### src/sv/kdbt_pkg.sv
package kdbt_pkg;

	localparam int DEPTH = 16;
	localparam int IDX_W = $clog2(DEPTH);
	localparam int CNT_W = $clog2(DEPTH + 1);

	localparam logic [2:0] REQ_PUSH_BACK  = 3'd0;
	localparam logic [2:0] REQ_PUSH_FRONT = 3'd1;
	localparam logic [2:0] REQ_POP_BACK   = 3'd2;
	localparam logic [2:0] REQ_POP_FRONT  = 3'd3;
	localparam logic [2:0] REQ_ADD        = 3'd4;
	localparam logic [2:0] REQ_LOOKUP     = 3'd5;

	typedef struct packed {
		logic [2:0]         req_type;
		logic signed [31:0] key;
		logic signed [31:0] amount;
	} kdbt_req_t;

	typedef struct packed {
		logic               ok;
		logic signed [31:0] out_key;
		logic signed [31:0] out_balance;
		logic [CNT_W-1:0]   entry_count;
	} kdbt_res_t;

	typedef struct packed {
		logic signed [31:0] key;
		logic signed [31:0] balance;
	} kdbt_rec_t;

	typedef struct packed {
		logic             we_key;
		logic             we_bal;
		logic [IDX_W-1:0] waddr;
		kdbt_rec_t        wdata;
		logic             re;
		logic [IDX_W-1:0] raddr;
	} kdbt_mem_cmd_t;

	// Saturating signed 32-bit add.
	function automatic logic signed [31:0] sat_add(input logic signed [31:0] a,
			input logic signed [31:0] b);
		logic [32:0] s;
		s = {a[31], a} + {b[31], b};
		if (s[32] != s[31]) begin
			sat_add = s[32] ? 32'sh8000_0000 : 32'sh7FFF_FFFF;
		end else begin
			sat_add = s[31:0];
		end
	endfunction

	// Ring slot of the record at a given position from the front.
	function automatic logic [IDX_W-1:0] slot_of(input logic [IDX_W-1:0] front,
			input logic [CNT_W-1:0] pos);
		logic [CNT_W:0] sum;
		sum = {{(CNT_W + 1 - IDX_W){1'b0}}, front} + {1'b0, pos};
		if (sum >= (CNT_W + 1)'(DEPTH)) begin
			sum = sum - (CNT_W + 1)'(DEPTH);
		end
		slot_of = sum[IDX_W-1:0];
	endfunction

endpackage

### src/sv/keyed_deque_balance_table_unit.sv
// Pushes, unknown commands and pops of an empty table answer from the execute state;
// other pops read the record there and answer from the pop state. Add and lookup scan
// from the front, one record per cycle through the memory read port, and stop at the
// first matching key or after the last record; on an empty table they do not scan.
// One command at a time; busy is low again in the cycle the result strobe is high.
// Reset clears the front pointer and the record count; the record memory is not cleared.
module keyed_deque_balance_table_unit
	import kdbt_pkg::*;
(
	input  logic      clk,
	input  logic      arst_n,
	input  logic      start,
	input  kdbt_req_t req,
	output logic      busy,
	output logic      done,
	output kdbt_res_t res
);

	kdbt_mem_cmd_t mem_cmd;
	kdbt_rec_t     mem_rdata;

	kdbt_ctrl u_ctrl (
		.clk       (clk),
		.arst_n    (arst_n),
		.start     (start),
		.req       (req),
		.busy      (busy),
		.done      (done),
		.res       (res),
		.mem_cmd   (mem_cmd),
		.mem_rdata (mem_rdata)
	);

	kdbt_mem u_mem (
		.clk   (clk),
		.cmd   (mem_cmd),
		.rdata (mem_rdata)
	);

`ifndef SYNTHESIS
	a_accept_busy: assert property (@(posedge clk) disable iff (!arst_n)
		start && !busy |=> busy && !done)
		else $error("accepted word did not make the unit busy");

	a_done_ends_busy: assert property (@(posedge clk) disable iff (!arst_n)
		$fell(busy) |-> done)
		else $error("unit went idle without a result word");

	a_fail_zero: assert property (@(posedge clk) disable iff (!arst_n)
		done && !res.ok |-> res.out_key == 0 && res.out_balance == 0)
		else $error("failed command returned a non-zero record");

	a_count_range: assert property (@(posedge clk) disable iff (!arst_n)
		done |-> res.entry_count <= CNT_W'(DEPTH))
		else $error("record count beyond the table depth");
`endif

endmodule

### src/sv/kdbt_mem.sv
module kdbt_mem
	import kdbt_pkg::*;
(
	input  logic          clk,
	input  kdbt_mem_cmd_t cmd,
	output kdbt_rec_t     rdata
);

	logic signed [31:0] keys [DEPTH];
	logic signed [31:0] bals [DEPTH];

	always_ff @(posedge clk) begin
		if (cmd.we_key) begin
			keys[cmd.waddr] <= cmd.wdata.key;
		end
		if (cmd.we_bal) begin
			bals[cmd.waddr] <= cmd.wdata.balance;
		end
		if (cmd.re) begin
			rdata.key     <= keys[cmd.raddr];
			rdata.balance <= bals[cmd.raddr];
		end
	end

endmodule

### src/sv/kdbt_ctrl.sv
module kdbt_ctrl
	import kdbt_pkg::*;
(
	input  logic          clk,
	input  logic          arst_n,
	input  logic          start,
	input  kdbt_req_t     req,
	output logic          busy,
	output logic          done,
	output kdbt_res_t     res,
	output kdbt_mem_cmd_t mem_cmd,
	input  kdbt_rec_t     mem_rdata
);

	typedef enum logic [3:0] {
		S_IDLE = 4'b0001,
		S_EXEC = 4'b0010,
		S_POP  = 4'b0100,
		S_SCAN = 4'b1000
	} state_t;

	state_t           state_q, state_d;
	kdbt_req_t        req_q;
	logic [IDX_W-1:0] front_q, front_d;
	logic [CNT_W-1:0] count_q, count_d;
	logic [CNT_W-1:0] pos_q, pos_d;
	logic             done_q, done_d;
	kdbt_res_t        res_q, res_d;
	logic [CNT_W-1:0] pos_nxt;
	logic signed [31:0] new_bal;

	assign pos_nxt = pos_q + 1'b1;
	assign new_bal = sat_add(mem_rdata.balance, req_q.amount);

	always_comb begin
		state_d = state_q;
		front_d = front_q;
		count_d = count_q;
		pos_d   = pos_q;
		done_d  = 1'b0;
		res_d   = '0;
		mem_cmd = '0;
		mem_cmd.wdata.key     = req_q.key;
		mem_cmd.wdata.balance = req_q.amount;
		case (state_q)
			S_IDLE: begin
				if (start) begin
					state_d = S_EXEC;
				end
			end
			S_EXEC: begin
				state_d = S_IDLE;
				done_d  = 1'b1;
				res_d.entry_count = count_q;
				case (req_q.req_type)
					REQ_PUSH_BACK, REQ_PUSH_FRONT: begin
						if (count_q < CNT_W'(DEPTH)) begin
							mem_cmd.we_key = 1'b1;
							mem_cmd.we_bal = 1'b1;
							if (req_q.req_type == REQ_PUSH_BACK) begin
								mem_cmd.waddr = slot_of(front_q, count_q);
							end else begin
								front_d = (front_q == '0) ? IDX_W'(DEPTH - 1)
									: front_q - 1'b1;
								mem_cmd.waddr = front_d;
							end
							count_d = count_q + 1'b1;
							res_d.ok = 1'b1;
							res_d.entry_count = count_d;
						end
					end
					REQ_POP_BACK, REQ_POP_FRONT: begin
						if (count_q != '0) begin
							mem_cmd.re = 1'b1;
							if (req_q.req_type == REQ_POP_BACK) begin
								mem_cmd.raddr = slot_of(front_q, count_q - 1'b1);
							end else begin
								mem_cmd.raddr = front_q;
								front_d = (front_q == IDX_W'(DEPTH - 1)) ? '0
									: front_q + 1'b1;
							end
							count_d = count_q - 1'b1;
							state_d = S_POP;
							done_d  = 1'b0;
						end
					end
					REQ_ADD, REQ_LOOKUP: begin
						if (count_q != '0) begin
							mem_cmd.re    = 1'b1;
							mem_cmd.raddr = front_q;
							pos_d   = '0;
							state_d = S_SCAN;
							done_d  = 1'b0;
						end
					end
					default: begin
					end
				endcase
			end
			S_POP: begin
				state_d = S_IDLE;
				done_d  = 1'b1;
				res_d.ok          = 1'b1;
				res_d.out_key     = mem_rdata.key;
				res_d.out_balance = mem_rdata.balance;
				res_d.entry_count = count_q;
			end
			S_SCAN: begin
				res_d.entry_count = count_q;
				if (mem_rdata.key == req_q.key) begin
					state_d = S_IDLE;
					done_d  = 1'b1;
					res_d.ok      = 1'b1;
					res_d.out_key = mem_rdata.key;
					if (req_q.req_type == REQ_ADD) begin
						mem_cmd.we_bal        = 1'b1;
						mem_cmd.waddr         = slot_of(front_q, pos_q);
						mem_cmd.wdata.balance = new_bal;
						res_d.out_balance     = new_bal;
					end else begin
						res_d.out_balance = mem_rdata.balance;
					end
				end else if (pos_nxt == count_q) begin
					state_d = S_IDLE;
					done_d  = 1'b1;
				end else begin
					// Read the next record while this one is being compared.
					mem_cmd.re    = 1'b1;
					mem_cmd.raddr = slot_of(front_q, pos_nxt);
					pos_d = pos_nxt;
				end
			end
			default: begin
				state_d = S_IDLE;
			end
		endcase
	end

	always_ff @(posedge clk or negedge arst_n) begin
		if (!arst_n) begin
			state_q <= S_IDLE;
			front_q <= '0;
			count_q <= '0;
			done_q  <= 1'b0;
		end else begin
			state_q <= state_d;
			front_q <= front_d;
			count_q <= count_d;
			done_q  <= done_d;
		end
	end

	always_ff @(posedge clk) begin
		if (state_q == S_IDLE && start) begin
			req_q <= req;
		end
		pos_q <= pos_d;
		res_q <= res_d;
	end

	assign busy = (state_q != S_IDLE);
	assign done = done_q;
	assign res  = res_q;

endmodule

### config.mk
export PLATFORM = sky130hd
export DESIGN_NAME = keyed_deque_balance_table_unit
export DESIGN_NICKNAME = d
export VERILOG_FILES = /design/src/sv/kdbt_pkg.sv /design/src/sv/keyed_deque_balance_table_unit.sv /design/src/sv/kdbt_mem.sv /design/src/sv/kdbt_ctrl.sv
export SDC_FILE = /design/constraint.sdc
export NUM_CORES = 2
export LEC_CHECK = 0
export BUFFER_PORTS_ARGS = -buffer_cell sky130_fd_sc_hd__buf_2
export CAP_MARGIN = 15
export CORE_ASPECT_RATIO = 1.5
export CORE_UTILIZATION = 48
export CTS_CLUSTER_DIAMETER = 80
export DETAILED_ROUTE_END_ITERATION = 12
export PLACE_DENSITY_LB_ADDON = 0.1
export SKIP_LAST_GASP = 1
export SLEW_MARGIN = 40
export SYNTH_ARGS = -nofsm -noshare
export SYNTH_HDL_FRONTEND = slang
export SYNTH_SLANG_ARGS = --single-unit
### constraint.sdc
create_clock -name clk -period 8.1 [get_ports clk]
set_input_delay 1.62 -clock clk [delete_from_list [all_inputs] [get_ports clk]]
set_output_delay 1.62 -clock clk [all_outputs]
set_load 0.05 [all_outputs]
After elaboration in Yosys (flattened, before gate mapping)

Memory sizes are Yosys's and may differ from the RTL's. A register that Yosys moved wholly into a read port is not among the register bits.
Cells that the tools add are included.

Register bits: 156
Memories: 2
Memory bits (writable): 1024
Output and inout port bits: 72
Logic and storage cells: 134

Memory list:

| name       | depth | bits a word | read ports | clocked after memory_dff | write ports | RTL line       | RTL |
|---|---|---|---|---|---|---|---|
| u_mem.bals | 16    | 32          | 1          | 1                        | 1           | kdbt_mem.sv:10 | `logic signed [31:0] bals [DEPTH];` |
| u_mem.keys | 16    | 32          | 1          | 1                        | 1           | kdbt_mem.sv:9  | `logic signed [31:0] keys [DEPTH];` |

Equal/unequal tests: 24
Reductions and logical operators: 15
$add $sub $neg: 14
Order comparisons: 5
Multiplexer cells: 62

Operator list:

| operator            | count |
|---|---|
| $mux 32             | 6 |
| $pmux 64 s2         | 1 |
| $mux 5              | 13 |
| $mux 65             | 1 |
| $mux 4              | 16 |
| $pmux 5 s2          | 6 |
| $add 32x32->33      | 1 |
| $eq 32x32->1        | 1 |
| $add 4x5->6         | 4 |
| $ge 6x5->1 const B  | 4 |
| $sub 4x1->4 const B | 5 |
| $pmux 4 s2          | 2 |
| $mux 6              | 2 |
| $ne 2x2->1 const B  | 6 |
| $pmux 4 s3          | 1 |
| $mux 1              | 11 |
| $add 5x1->5 const B | 2 |
| $eq 4x4->1 const B  | 2 |
| $reduce_or 2->1     | 4 |
| $eq 3x2->1 const B  | 2 |
| $eq 3x3->1 const B  | 2 |
| $ne 2x1->1 const B  | 3 |
| $pmux 1 s3          | 2 |
| $reduce_and 6->1    | 1 |
| 21 further kinds    | 22 |

Depth between registers and ports, before layout

Depth in word-level cells: 9
Depth in mapped cells: 15
Gate-level depth less buffers: 13

By module

Synthesis repeated with hierarchy kept, for this count alone.

Cell total of the unflattened synthesis: 2617
Area total of the unflattened synthesis: 49307.3 sq um

Modules (own cells, without submodules):

| module    | area an instance (sq um) | cells an instance | seq. area each (sq um) | times used |
|---|---|---|---|---|
| kdbt_mem  | 40299.9                  | 1671              | 32671.3                | 1 |
| kdbt_ctrl | 9007.4                   | 946               | 3915.0                 | 1 |

Worst setup path before layout

OpenSTA, ideal clock, no wires.

Path type: reg2reg
From: register u_ctrl.req_q (netlist bit u_ctrl.mem_cmd[64])
To: memory u_mem.keys[2][0] (enable)
Data arrival time: 4.537 ns
Buffers on the path: 1
Slack: 3.102 ns
Setup time: 0.461 ns
Stages on the path, launching flop included: 10
Clock period less this slack: 4.998 ns
Data required time: 7.639 ns
Cells stage by stage: edfxtp_1 xnor2_1 nand4_1 nor4_2 nand4_1 nor2_1 a21oi_1 or2_2 clkbuf_1 nor3_1

Longest elaborated chain between the ends: 3

RTL lines:

| item                   | RTL line         | RTL |
|---|---|---|
| from (decl)            | kdbt_ctrl.sv:23  | `kdbt_req_t req_q;` |
| from (signal assigned) | kdbt_ctrl.sv:155 | `req_q <= req;` |
| $eq 32x32->1           | kdbt_ctrl.sv:110 | `if (mem_rdata.key == req_q.key) begin` |
| $mux 5                 | kdbt_ctrl.sv:110 |  |
| $pmux 5 s2             | kdbt_ctrl.sv:45  | `case (state_q)` |
| to (decl)              | kdbt_mem.sv:9    |  |

No other way between the ends.

Final worst setup path

From: register u_ctrl.req_q (netlist bit u_ctrl.mem_cmd[42])
To: memory u_mem.bals[7][6] (enable)

Longest elaborated chain between the ends: 5

RTL lines:

| item                         | RTL line         | RTL |
|---|---|---|
| $eq 32x32->1 *               | kdbt_ctrl.sv:110 |  |
| $mux 5 *                     | kdbt_ctrl.sv:110 |  |
| $pmux 5 s2 *                 | kdbt_ctrl.sv:45  |  |
| $mux 1                       | kdbt_mem.sv:16   | `if (cmd.we_bal) begin` |
| $mux 1 (not written as such) | kdbt_mem.sv:17   | `bals[cmd.waddr] <= cmd.wdata.balance;` |
| to (decl)                    | kdbt_mem.sv:10   |  |

Every way passes the cells marked *; elsewhere a longest branch is shown, timed or not.

==> impl_metrics.py <==
metrics = {
    "die": {
        "io_pins": 142,
        "initial_core_util_pct": 48.5,
        "die_w_um": 267,
        "rows": 145,
        "die_area_mm2": 0.107,
        "core_mm2": 0.104,
        "die_h_um": 400,
    },
    "clock_tree": {
        "ctsHoldBuffers": 0,
        "htreeDepth": 3,
        "cts.sink_count": 1244,
        "post_cts_buffers": 0,
        "path_clk_slew_ps": 60,
        "cts_buffers": 116,
        "cts-resized-gates": 0,
        "clockRootBuffer": "clkbuf_16",
        "clk_path_buf_depth": 3,
        "insertion_delay_ps": 730,
        "cts_tree": "yes",
    },
    "setup_path": {
        "worstSetupStartpointType": "register",
        "end_kind": "register",
        "r2r_cells": 9,
        "critPathRequiredTime_ps": 8480,
        "critical_path_class": "register to register",
        "cp_data_arrival_time_ps": 5480,
        "cp_max_fo": 44,
    },
    "route": {
        "avgViaCountPerCell": 5.71,
        "drc": 0,
        "dr.pass1.iters": 7,
        "postRouteAntennaNets": 0,
        "drtIter0Drc": 2166,
        "drt-wirelength-per-cell_um": 24.3,
        "vias": 31029,
        "routed_wl_um": 132000,
    },
    "layout": {
        "final_core_util_pct": 54.7,
        "fin_nets": 4064,
        "area_delta_synth_final_pct": 12.8,
        "design_area_mm2": 0.0570,
        "drive_above_1_share_pct": 12.0,
    },
    "placed_design": {
        "postPlaceCellArea_mm2": 0.0531,
        "port_buffers": 141,
        "dpl.hpwl_um": 71000,
        "place.gp.congestion": 0.859,
    },
    "timing": {
        "slew_viol_final": 0,
        "period_share_pct": 63.0,
        "setup_viol": 0,
        "period_needed_ps": 5100,
        "max_freq_ghz": 0.196,
        "clock_skew_ps": 39.9,
        "worstMarginPinSlew_ps": 880,
        "max_slew_margin_pct": 41.3,
        "setup_tns_ps": 0,
        "rsz0062_at_grt": "no",
        "finalHoldViolCount": 0,
    },
    "power": {
        "p_leak_nw": 20.5,
        "switching_share_pct": 24.0,
        "p_per_area_mw_per_mm2": 253,
        "power_frac_clock_pct": 38.7,
        "p_switching_mw": 3.46,
        "max-vdd-ir-drop_v": 0.000185,
        "p_int_mw": 10.9,
        "power_frac_comb_pct": 9.4,
        "seqPwrFrac_pct": 51.9,
    },
    "synthesis": {
        "netlist_instances": 3841,
        "syn-num-nets": 3965,
        "syn_area_mm2": 0.0506,
        "synth_cell_types": 79,
        "ys_warn_count": 0,
        "yosys_register_bits": 1244,
        "synthFlopType": "edfxtp_1",
        "avgSynthCellArea_um2": 13.2,
        "synthArstFlopShare_pct": 1.13,
        "synth-edff-count": 1160,
        "seq_area_frac_synth_pct": 72.3,
    },
    "status": {
        "status": "finished, final reports clean",
    },
    "flow_run": {
        "cap_violations": 0,
    },
    "grt": {
        "grt_pass1_wl_um": 196000,
        "grt_usage_pct": 25.1,
        "antenna_found_initial": 0,
        "grt_max_degree": 167,
        "gr-total-overflow": 0,
        "grt_pass1_vias": 30375,
    },
    "hold_path": {
        "hold_depth": 2,
        "min-delay-path-class": "register to register",
    },
}
[power groups by stage]
stage               Sequential (mW)  Combinational (mW)  Clock (mW)
CTS                            7.48                1.36        5.67
detailed placement             7.61                1.36           0
global route                   7.50                1.50        5.92
finish                         7.48                1.36        5.57
global placement               7.62                1.34           0
floorplan                      7.54               0.936           0
[critical path, cell delays in order (launching register included)]
cell and delay [ps]:
edfxtp_1 600, xnor2_1 660, nand4_1 270, nor4_4 610, nand4_1 150, buf_4 320
o21ai_0 450, nand2b_1 470, nor2_4 790, buf_4 400
[state kept, by name, indices dropped and copies added, names as in the netlist]
| signal | flops |
|---|---|
| u_ctrl.state_q | 4 |
| u_ctrl.mem_cmd | 32 |
| u_ctrl.done | 1 |
| u_mem.rdata | 64 |
| u_ctrl.count_q | 5 |
| u_ctrl.front_q | 4 |
| u_mem.bals | 512 |
| u_mem.keys | 512 |
| u_ctrl.pos_q | 5 |
| u_ctrl.res | 70 |
| u_ctrl.req_q | 35 |
[per-layer routing]
layer / up-vias / GRT usage (%) / wire, µm
li1: 14353 / - / -
met1: 15587 / 30.9 / 52800
met2: 873 / 45.4 / 69200
met3: 216 / 2.94 / 6230
met4: 0 / 8.28 / 3900
met5: - / 0 / 0
[path summary, 6_finish.rpt]
check,start,end,slack [ps]
setup / recovery,u_ctrl.mem_cmd[42],u_mem.bals[7][6],3000
hold / removal,u_mem.rdata[0],u_ctrl.res[5],510
setup reg to reg,u_ctrl.mem_cmd[42],u_mem.bals[7][6],3000
hold reg to reg,u_mem.rdata[0],u_ctrl.res[5],510
max in group asynchronous,arst_n,u_ctrl.state_q[0],6980
min in group asynchronous,arst_n,u_ctrl.front_q[0],810
[cell usage after synthesis, types with 29 or more instances]
master | count | area [µm²]
edfxtp_1 | 1160 | 34800
o21ai_0 | 32 | 160
buf_2 | 81 | 405
a31oi_1 | 70 | 438
a21oi_1 | 181 | 906
o21ai_1 | 62 | 310
dfxtp_1 | 70 | 1400
nand2_1 | 880 | 3300
mux2i_1 | 130 | 1300
nor2b_1 | 40 | 250
a221oi_1 | 64 | 561
nor2_1 | 70 | 263
nor3_1 | 115 | 576
clkbuf_1 | 122 | 458
ha_1 | 49 | 613
inv_1 | 29 | 109
xnor2_1 | 68 | 596
nand3_1 | 394 | 1970
[kinds of logic after synthesis]
kind of cell	count (synthesis)	share of synthesized area, %
adders and majority gates	54	1.41
muxes	131	2.60
buffers and inverters	261	2.35
AOI/OAI and AO/OA	498	6.19
xor gates and xnor gates	84	1.51
and+or+nand+nor	1569	13.6
DFF	1244	72.3
[per-stage QoR]
stage	hold slack [ps]	worst slack (ps)	power, mW	std cells
after floorplan	449	3100	8.47	3841
after global placement	491	2780	8.95	5212
after detailed placement	503	2850	8.97	5215
after CTS	512	2840	14.5	5433
after global routing	536	2700	14.9	5436
final	513	3000	14.4	5437
[placed cells by master (no fill, tap or decap), drive strengths merged, types with 71 or more instances in the layout]
| cell | count |
|---|---|
| nand2 | 880 |
| nor3 | 116 |
| buf | 213 |
| a31oi | 72 |
| mux2i | 130 |
| nand3 | 394 |
| a21oi | 182 |
| o21ai | 95 |
| edfxtp | 1160 |
| clkbuf | 147 |
| nor2 | 71 |
[cell type report]
type	count	area, µm²
repair buffers	213	1440
multi-input cells	2336	13300
well taps	1396	1750
fillers	8498	47300
inverters	29	109
clock inverters	71	763
clock buffers	147	3120
flip-flops and latches	1244	36600
diodes	1	2.50
Power figures use the tool's default switching activity.
